`config.mk`:
```
export PLATFORM = sky130hd
export DESIGN_NAME = i2c_master_two_byte_write_core
export DESIGN_NICKNAME = d
export VERILOG_FILES = /design/src/rtl/core/i2cw_pkg.sv /design/src/rtl/core/i2cw_fsm.sv /design/src/rtl/core/i2cw_outbuf.sv /design/src/rtl/core/i2c_master_two_byte_write_core.sv
export VERILOG_INCLUDE_DIRS = /design/src /design/src/rtl/core
export SDC_FILE = /design/constraint.sdc
export NUM_CORES = 1
export LEC_CHECK = 0
export BUFFER_PORTS_ARGS = -buffer_cell sky130_fd_sc_hd__buf_4
export CORE_MARGIN = 2
export CORE_UTILIZATION = 55
export DETAILED_ROUTE_END_ITERATION = 16
export GPL_ROUTABILITY_DRIVEN = 1
export GPL_TIMING_DRIVEN = 1
export PLACE_DENSITY = 0.8
export REMOVE_ABC_BUFFERS = 1
export SYNTH_ARGS = -nofsm -noshare
export SYNTH_HDL_FRONTEND = slang
export SYNTH_SLANG_ARGS = --single-unit
```
`constraint.sdc`:
```
create_clock -name clk -period 6.1 [get_ports clk]
set_input_delay 0.61 -clock clk [delete_from_list [all_inputs] [get_ports clk]]
set_output_delay 0.61 -clock clk [all_outputs]
set_load 0.02 [all_outputs]
```
`src/rtl/core/assert_macros.svh`:
```
// Assertion macros for the I2C write core; used by the bus phase sequencer.
`ifndef ASSERT_MACROS_SVH
`define ASSERT_MACROS_SVH

// Clocked assertion, disabled while reset is active.
`define I2CW_ASSERT(lbl, clk, rst_n, prop, msg) \
  lbl: assert property (@(posedge clk) disable iff (!rst_n) (prop)) else $error(msg);

// Clocked assertion that also holds during reset.
`define I2CW_ASSERT_ALWAYS(lbl, clk, prop, msg) \
  lbl: assert property (@(posedge clk) (prop)) else $error(msg);

`endif

```
`src/rtl/core/i2cw_pkg.sv`:
```
// Types and constants for the I2C two-byte write core.
package i2cw_pkg;

  localparam logic [1:0] PH_IDLE = 2'd0;
  localparam logic [1:0] PH_BITS = 2'd1;
  localparam logic [1:0] PH_ACK  = 2'd2;
  localparam logic [1:0] PH_STOP = 2'd3;

  localparam logic OP_TICK  = 1'b0;
  localparam logic OP_BEGIN = 1'b1;

  localparam logic [1:0] STAT_OK      = 2'd0;
  localparam logic [1:0] STAT_DEV_NAK = 2'd1;
  localparam logic [1:0] STAT_CMD_NAK = 2'd2;

  localparam logic [2:0] LAST_BIT = 3'd7;

  localparam int IN_TDATA_W  = 24;
  localparam int OUT_TDATA_W = 8;

  typedef struct packed {
    logic       error_sticky;
    logic [1:0] status;
    logic       done_res;
    logic       busy_res;
    logic       sda_level;
    logic       scl_level;
  } res_t;

endpackage

```
`src/rtl/core/i2cw_fsm.sv`:
```
// Bus phase sequencer: state registers and the next result of one transaction.
`include "assert_macros.svh"

module i2cw_fsm
  import i2cw_pkg::*;
(
  input  logic       clk,
  input  logic       rst_n,
  input  logic       step_en,
  input  logic       operation,
  input  logic [7:0] device_byte,
  input  logic [7:0] command_byte,
  input  logic       sda_sample,
  output res_t       res_nxt
);

  logic [1:0] phase_r, phase_nxt;
  logic [2:0] bit_cnt_r, bit_cnt_nxt;
  logic [7:0] shift_r, shift_nxt;
  logic [7:0] pend_r, pend_nxt;
  logic       second_r, second_nxt;
  logic [1:0] status_r, status_nxt;
  logic       err_r, err_nxt;
  logic       scl_r, scl_nxt;
  logic       sda_r, sda_nxt;
  logic       done;

  always_comb begin
    phase_nxt   = phase_r;
    bit_cnt_nxt = bit_cnt_r;
    shift_nxt   = shift_r;
    pend_nxt    = pend_r;
    second_nxt  = second_r;
    status_nxt  = status_r;
    err_nxt     = err_r;
    scl_nxt     = scl_r;
    sda_nxt     = sda_r;
    done        = 1'b0;
    if (operation == OP_BEGIN) begin
      if (phase_r == PH_IDLE) begin
        shift_nxt   = device_byte;
        pend_nxt    = command_byte;
        second_nxt  = 1'b0;
        bit_cnt_nxt = 3'd0;
        status_nxt  = STAT_OK;
        scl_nxt     = 1'b0;
        sda_nxt     = 1'b0;
        phase_nxt   = PH_BITS;
      end
    end else begin
      case (phase_r)
        PH_BITS: begin
          sda_nxt   = shift_r[7];
          scl_nxt   = 1'b0;
          shift_nxt = {shift_r[6:0], 1'b0};
          if (bit_cnt_r == LAST_BIT) begin
            bit_cnt_nxt = 3'd0;
            phase_nxt   = PH_ACK;
          end else begin
            bit_cnt_nxt = bit_cnt_r + 3'd1;
          end
        end
        PH_ACK: begin
          sda_nxt = 1'b1;
          scl_nxt = 1'b0;
          if (sda_sample) begin
            // NAK: abort straight to stop
            status_nxt = second_r ? STAT_CMD_NAK : STAT_DEV_NAK;
            err_nxt    = 1'b1;
            phase_nxt  = PH_STOP;
          end else if (!second_r) begin
            shift_nxt   = pend_r;
            second_nxt  = 1'b1;
            bit_cnt_nxt = 3'd0;
            phase_nxt   = PH_BITS;
          end else begin
            status_nxt = STAT_OK;
            phase_nxt  = PH_STOP;
          end
        end
        PH_STOP: begin
          scl_nxt     = 1'b1;
          sda_nxt     = 1'b1;
          second_nxt  = 1'b0;
          bit_cnt_nxt = 3'd0;
          phase_nxt   = PH_IDLE;
          done        = 1'b1;
        end
        default: begin
          phase_nxt = PH_IDLE;
          scl_nxt   = 1'b1;
          sda_nxt   = 1'b1;
        end
      endcase
    end
  end

  always_comb begin
    res_nxt.scl_level    = scl_nxt;
    res_nxt.sda_level    = sda_nxt;
    res_nxt.busy_res     = (phase_nxt != PH_IDLE);
    res_nxt.done_res     = done;
    res_nxt.status       = status_nxt;
    res_nxt.error_sticky = err_nxt;
  end

  always_ff @(posedge clk) begin
    if (!rst_n) begin
      phase_r  <= PH_IDLE;
      bit_cnt_r <= 3'd0;
      second_r <= 1'b0;
      status_r <= STAT_OK;
      err_r    <= 1'b0;
      scl_r    <= 1'b1;
      sda_r    <= 1'b1;
    end else if (step_en) begin
      phase_r  <= phase_nxt;
      bit_cnt_r <= bit_cnt_nxt;
      second_r <= second_nxt;
      status_r <= status_nxt;
      err_r    <= err_nxt;
      scl_r    <= scl_nxt;
      sda_r    <= sda_nxt;
    end
  end

  always_ff @(posedge clk) begin
    if (step_en) begin
      shift_r <= shift_nxt;
      pend_r  <= pend_nxt;
    end
  end

  `I2CW_ASSERT(a_bitcnt_in_bits, clk, rst_n, (bit_cnt_r != 3'd0) |-> (phase_r == PH_BITS), "bit count running outside data phase")
  `I2CW_ASSERT(a_stop_to_idle, clk, rst_n, (step_en && operation == OP_TICK && phase_r == PH_STOP) |=> (phase_r == PH_IDLE && scl_r && sda_r), "stop did not release bus")
  `I2CW_ASSERT(a_err_sticky, clk, rst_n, !$fell(err_r), "error flag cleared without reset")
  `I2CW_ASSERT(a_second_active, clk, rst_n, second_r |-> (phase_r != PH_IDLE), "second byte flag set while idle")

endmodule

```
`src/rtl/core/i2cw_outbuf.sv`:
```
// Result register between the sequencer and the output stream.
module i2cw_outbuf
  import i2cw_pkg::*;
(
  input  logic clk,
  input  logic rst_n,
  input  logic load,
  input  res_t res_in,
  input  logic out_tready,
  output logic out_tvalid,
  output res_t res_out,
  output logic can_load
);

  logic valid_r;
  res_t res_r;

  // Take a new result when empty or when the held one leaves this cycle.
  assign can_load   = !valid_r || out_tready;
  assign out_tvalid = valid_r;
  assign res_out    = res_r;

  always_ff @(posedge clk) begin
    if (!rst_n) begin
      valid_r <= 1'b0;
    end else if (can_load) begin
      valid_r <= load;
    end
  end

  always_ff @(posedge clk) begin
    if (load) begin
      res_r <= res_in;
    end
  end

endmodule

```
`src/rtl/core/i2c_master_two_byte_write_core.sv`:
```
// I2C master two-byte write core: takes one item per clock cycle while in_tready is
// high, each a begin or bus phase tick, and returns its result in the cycle after.
// The only limit on rate is the single result register: in_tready is high whenever
// that register is empty or its result is taken in the same cycle, so with out_tready
// held high an item goes in every cycle. Results hold the SCL/SDA drive levels, busy,
// done, the last status (0 ok, 1 device NAK, 2 command NAK) and a sticky error flag.
module i2c_master_two_byte_write_core
  import i2cw_pkg::*;
(
  input  logic                   clk,
  input  logic                   rst_n,
  input  logic                   in_tvalid,
  output logic                   in_tready,
  // [7:0] device_byte, [15:8] command_byte, [16] sda_sample, [23:17] zero
  input  logic [IN_TDATA_W-1:0]  in_tdata,
  // [0] operation
  input  logic                   in_tuser,
  output logic                   out_tvalid,
  input  logic                   out_tready,
  // [0] scl_level, [1] sda_level, [2] busy_res, [3] done_res, [5:4] status,
  // [6] error_sticky, [7] zero
  output logic [OUT_TDATA_W-1:0] out_tdata
);

  logic accept;
  logic can_load;
  res_t res_nxt;
  res_t res_q;

  assign in_tready = can_load;
  assign accept    = in_tvalid && can_load;

  i2cw_fsm u_fsm (
    .clk          (clk),
    .rst_n        (rst_n),
    .step_en      (accept),
    .operation    (in_tuser),
    .device_byte  (in_tdata[7:0]),
    .command_byte (in_tdata[15:8]),
    .sda_sample   (in_tdata[16]),
    .res_nxt      (res_nxt)
  );

  i2cw_outbuf u_outbuf (
    .clk        (clk),
    .rst_n      (rst_n),
    .load       (accept),
    .res_in     (res_nxt),
    .out_tready (out_tready),
    .out_tvalid (out_tvalid),
    .res_out    (res_q),
    .can_load   (can_load)
  );

  assign out_tdata = {1'b0, res_q.error_sticky, res_q.status, res_q.done_res,
                      res_q.busy_res, res_q.sda_level, res_q.scl_level};

endmodule
```
==> flow_summary.json, run 1 <==
{
  "ys_seq_area_share_pct": 55.77,
  "fmax_mhz": 336.2,
  "crit_required_ps": 6060,
  "rsz0062_at_grt": "no",
  "p_per_area_mw_per_mm2": 230.5,
  "netlist_top_cells_count": "25 x nand2_1, 23 x edfxtp_1, 16 x o21ai_0, 12 x dfxtp_1, 10 x mux2i_1",
  "synth_edf_count": 23,
  "cts_buffers": 5,
  "initial_core_util_pct": 59.00,
  "placed_cells_incl_taps": 201,
  "drive_gt1_share_pct": 24.16,
  "syn_area_mm2": 0.001669,
  "reg2reg_slack_ps": 3130,
  "fill_cells": 222,
  "p_leak_nw": 0.7681,
  "arrival_ps": 2940,
  "worstMarginPinSlew_ps": 1181,
  "yosysTopAreaCell": "edfxtp_1",
  "fin_skew_ps": 2.791,
  "grt.overflow.total": 0,
  "worstRegToRegCells": 4,
  "cts_tree": "built",
  "layout.nets": 213,
  "drcViolationCount": 0,
  "core_mm2": 0.002829,
  "setup_tns_ps": 0,
  "holdBufCountCts": 0,
  "min_path_cells": 1,
  "syn_area_per_cell_um2": 11.28,
  "detailed_place_hpwl_um": 2162,
  "yosysMostFrequentCell": "nand2_1",
  "p_total_uw": 446.2,
  "clk_latency_ps": 340,
  "reg2reg_from": "u_fsm.phase_r[0]",
  "cts_resized": 0,
  "startpoint_type": "flip-flop",
  "regArea_um2": 930.9,
  "synthCells": 148,
  "ant_nets": 0,
  "cts-root-buf": "clkbuf_4",
  "firstDrtPassIters": 4,
  "grt_max_degree": 31,
  "synth.area.top_cells": "edfxtp_1 41%, dfxtp_1 14%, mux2i_1 6.0%, nand2_1 5.6%, ha_1 5.2%",
  "fp.dieH_um": 59.09,
  "synth_cell_types": 37,
  "multi_input_area_um2": 673.1,
  "vdd_drop_max_mv": 0.1470,
  "rows": 19,
  "cap_violations": 0,
  "antenna_found_initial": 0,
  "portBuffers": 30,
  "ys.flop_type": "edfxtp_1",
  "period_minus_slack_ps": 2974,
  "num_io_pins": 39,
  "yosysWarnings": 0,
  "end_kind": "flip-flop",
  "fin_cells": 209,
  "wl_per_cell_um": 14.67,
  "grt_pass1_wl_um": 5154,
  "postCtsSetupBuffers": 0,
  "clkSinkCount": 35,
  "die-area_mm2": 0.003492,
  "gp_routability_congestion": 0.7758,
  "die_x_um": 59.09,
  "hold_slack_ps": 442.0,
  "crit_type": "flip-flop to flip-flop",
  "clk_pin_slew_ps": 100,
  "hp-start": "in_tdata[10]",
  "async_reset_ff_share_pct": 0,
  "n_antenna_cell": 0,
  "finalCritPeriodShare_pct": 48.76,
  "finalSetupViolations": 0,
  "r2r-end": "u_fsm.shift_r[3]",
  "wirelength_um": 3065,
  "htree_levels": 2,
  "clk_path_buf_depth": 2,
  "area_delta_synth_final_pct": 15.97,
  "hold_violations": 0,
  "grt_pass1_vias": 1184,
  "hold_path.class": "input port to flip-flop",
  "outcome": "finished, final reports clean",
  "slew_violations": 0,
  "yosysTopAreaCellShare_pct": 41.38,
  "ys_ff_latch": 35,
  "grt_use_total_pct": 20.32,
  "vias": 1209,
  "drt_iter0_drc": 23,
  "holdPathEnd": "u_fsm.pend_r[2]",
  "vias_per_cell": 5.785,
  "slew_headroom_pct": 21.12,
  "cp_max_fo": 17
}
routing by layer:
layer	up-vias	GRT usage (%)	part of all wire, %
met5	-	0	0
met1	578	23.40	42
met2	34	34.92	52
met4	0	11.04	2.5
met3	10	4.585	3.7
li1	587	-	-
report_power, final:
| group | leakage, nW | switching (mW) | internal (mW) |
|---|---|---|---|
| clock network | 0.0265 | 0.0727 | 0.0459 |
| logic | 0.424 | 0.0314 | 0.0251 |
| registers | 0.318 | 0.00464 | 0.267 |
| total | 0.768 | 0.109 | 0.338 |
cell type report:
cell class | count | area share [%]
Inverter | 5 | 0.9696
Sequential cell | 35 | 48.09
Timing Repair Buffer | 30 | 11.64
Clock buffer | 8 | 2.521
Multi-Input combinational cell | 100 | 34.78
Tap cell | 31 | 2.004
worst max path at each step:
stage                       endpoint             start
global route        u_fsm.shift_r[5]  u_fsm.phase_r[0]
floorplan           u_fsm.shift_r[0]  u_fsm.phase_r[0]
CTS                 u_fsm.shift_r[6]  u_fsm.phase_r[0]
detailed placement  u_fsm.shift_r[0]  u_fsm.phase_r[0]
global placement    u_fsm.shift_r[0]  u_fsm.phase_r[0]
finish              u_fsm.shift_r[3]  u_fsm.phase_r[0]
worst max-delay path, cell delays in order (launching register included):
cell and delay [ps]:
dfxtp_1 360, inv_1 120, ha_1 730, o21ai_0 290
a2111oi_2 1110
sequential cells by signal, indices dropped and copies added, names as in the netlist:
signal and cells:
u_fsm.second_r 1, u_outbuf.out_tvalid 1, u_fsm.status_r 2, u_fsm.phase_r 2, u_fsm.pend_r 8, u_fsm.scl_r 1
u_fsm.bit_cnt_r 3, u_fsm.err_r 1, u_fsm.sda_r 1, u_outbuf.res_out 7, u_fsm.shift_r 8
cells in the final DEF, fill, tap and decap left out:
master | netlist | layout
a2111oi_2 | 0 | 1
a2111oi_4 | 1 | 1
a21boi_0 | 2 | 2
a21oi_1 | 2 | 2
a22o_1 | 1 | 1
a31oi_1 | 2 | 2
a41oi_1 | 1 | 1
and2b_1 | 1 | 1
and3_1 | 1 | 1
buf_4 | 1 | 30
clkbuf_1 | 2 | 3
clkbuf_4 | 0 | 5
conb_1 | 1 | 1
dfxtp_1 | 12 | 12
edfxtp_1 | 23 | 23
ha_1 | 7 | 7
inv_1 | 5 | 5
mux2i_1 | 10 | 10
nand2_1 | 25 | 25
nand2_2 | 1 | 1
nand2_4 | 1 | 1
nand2b_1 | 5 | 5
nand3_1 | 3 | 3
nor2_1 | 3 | 3
nor2_2 | 1 | 1
nor2b_1 | 4 | 4
nor4b_1 | 1 | 1
o2111ai_1 | 1 | 1
o21a_1 | 2 | 2
o21ai_0 | 16 | 16
o21ba_2 | 1 | 1
o22ai_1 | 2 | 2
o2bb2ai_1 | 1 | 1
o31ai_1 | 1 | 1
o31ai_2 | 1 | 1
or2_2 | 1 | 1
cell families after synthesis:
family                     Yosys count  synth area share, %
muxes                               10                5.997
and+or+nand+nor                     47                13.72
DFF                                 35                55.77
adders and majority gates            7                5.247
other                                1               0.2247
AOI/OAI and AO/OA                   35                14.77
buffers and inverters               13                4.273
stage by stage:
stage	utilization [%]	setup WS, ps	cell area (um^2)
4_1_cts	68.42	3132	1936
3_5_place_dp	66.70	3140	1887
3_3_place_gp	66.70	3316	1887
5_1_grt	68.42	2962	1936
2_1_floorplan	-	3032	1617
6_report	68.42	3126	1936
No activity file was read; power rests on OpenSTA's default activity.
==> run 2: changes to the inputs <==
CORE_UTILIZATION = 47   (was 55)
PLACE_DENSITY = 0.73   (was 0.8)
clock period = 2.5 ns   (was 6.1 ns; I/O delays follow)
==> flow_summary.json, run 2 (synthesis gave the netlist of run 1 again) <==
{
  "outcome": "finished, final reports clean",
  "clk_latency_ps": 340,
  "slowest_delay_ps": 410,
  "crit_required_ps": 2550,
  "rows": 21,
  "die-area_mm2": 0.004044,
  "ant_nets": 0,
  "period_minus_slack_ps": 2006,
  "p_per_area_mw_per_mm2": 640.9,
  "grt_pass1_vias": 1193,
  "cp_num_buf_inv": 2,
  "finalCritPeriodShare_pct": 80.24,
  "crit_type": "flip-flop to flip-flop",
  "fmax_mhz": 498.5,
  "area_delta_synth_final_pct": 21.59,
  "end_kind": "flip-flop",
  "cts_tree": "built",
  "hold_violations": 0,
  "drt_iter0_drc": 37,
  "antenna_found_initial": 0,
  "hold_path.class": "input port to flip-flop",
  "arrival_ps": 2060,
  "grt_pass1_wl_um": 5361,
  "wirelength_um": 3090,
  "fp.dieH_um": 63.59,
  "cap_violations": 0,
  "gp_routability_congestion": 0.8586,
  "core_mm2": 0.003363,
  "portBuffers": 30,
  "slowest_stage": "dfxtp_1",
  "vias": 1196,
  "hold_slack_ps": 73.18,
  "cts_buffers": 5,
  "postCtsSetupBuffers": 0,
  "crit_chain": "inv_1, ha_1, nand2_4, o21ai_0, a2111oi_2, buf_4",
  "grt_max_degree": 31,
  "regArea_um2": 930.9,
  "htree_levels": 2,
  "wl_per_cell_um": 13.61,
  "clk_pin_slew_ps": 120,
  "detailed_place_hpwl_um": 2205,
  "initial_core_util_pct": 49.63,
  "mostFrequentLayoutCells": "33 x buf_4, 25 x nand2_1, 23 x edfxtp_1, 16 x o21ai_0, 12 x dfxtp_1",
  "rsz0062_at_grt": "no",
  "firstDrtPassIters": 4,
  "path_delay_family": "compound AO/OA/AOI/OAI gates",
  "holdBufCountCts": 0,
  "slew_violations": 0,
  "vias_per_cell": 5.269,
  "cts-root-buf": "clkbuf_4",
  "final_common_cell": "buf_4",
  "cts_resized": 0,
  "die_x_um": 63.59,
  "p_total_mw": 1.301,
  "fill_cells": 285,
  "cp_max_fo": 10,
  "grt_use_total_pct": 17.57,
  "clk_path_buf_depth": 2,
  "multi_input_area_um2": 673.1,
  "vdd_drop_max_mv": 0.2618,
  "startpoint_type": "flip-flop",
  "num_io_pins": 39,
  "fin_skew_ps": 17.68,
  "drcViolationCount": 0,
  "p_leak_nw": 0.8095,
  "layout.nets": 216,
  "drive_gt1_share_pct": 26.52,
  "grt.overflow.total": 0,
  "clkSinkCount": 35,
  "finalSetupViolations": 0,
  "n_antenna_cell": 0
}
-- run 2: cell count changes in the layout (fill, tap and decap cells not counted) --
cell and change:
buf_4 +3, bufinv_16 +2, clkbuf_1 -2
-- run 2: report_power, final --
group          switching [mW]  total, mW  internal (mW)  leakage [nW]
clock network           0.187      0.499          0.312        0.0525
logic                  0.0764      0.140         0.0641         0.439
registers              0.0111      0.661          0.650         0.318
-- run 2: stage by stage --
step	cells	worst slack (ps)	area (um^2)	TNS, ps	utilization (%)
floorplan	140	-568.1	1617	-4545	-
global placement	219	572.5	1928	0	57.33
detailed placement	219	510.5	1928	0	57.33
CTS	227	495.5	2029	0	60.34
global route	227	329.3	2029	0	60.34
finish	227	494.0	2029	0	60.34
-- run 2: worst paths after layout --
check | start | endpoint | slack [ps] | cells after the start
max | u_fsm.phase_r[0] | u_fsm.shift_r[0] | 490 | 6
min | in_tdata[14] | u_fsm.pend_r[6] | 70 | 1
max reg2reg | u_fsm.phase_r[0] | u_fsm.shift_r[0] | 490 | 6
min reg2reg | u_fsm.scl_r | u_fsm.scl_r | 480 | 2
-- run 2: metal layers --
layer  share of wire [%]  track usage [%]  up-vias  routed length [um]
li1                    -                -      597                   -
met1                  40            20.25      545                1230
met2                  52            28.68       46                1609
met3                 6.3            5.000        8                 195
met4                 1.8            10.87        0                  55
met5                   0                0        -                   0
-- run 2: final cells by class --
class / count / area share (%)
Clock inverter: 2 / 2.959
Multi-Input combinational cell: 100 / 33.17
Tap cell: 46 / 2.836
Inverter: 5 / 0.9248
Clock buffer: 6 / 2.035
Timing Repair Buffer: 33 / 12.21
Sequential cell: 35 / 45.87
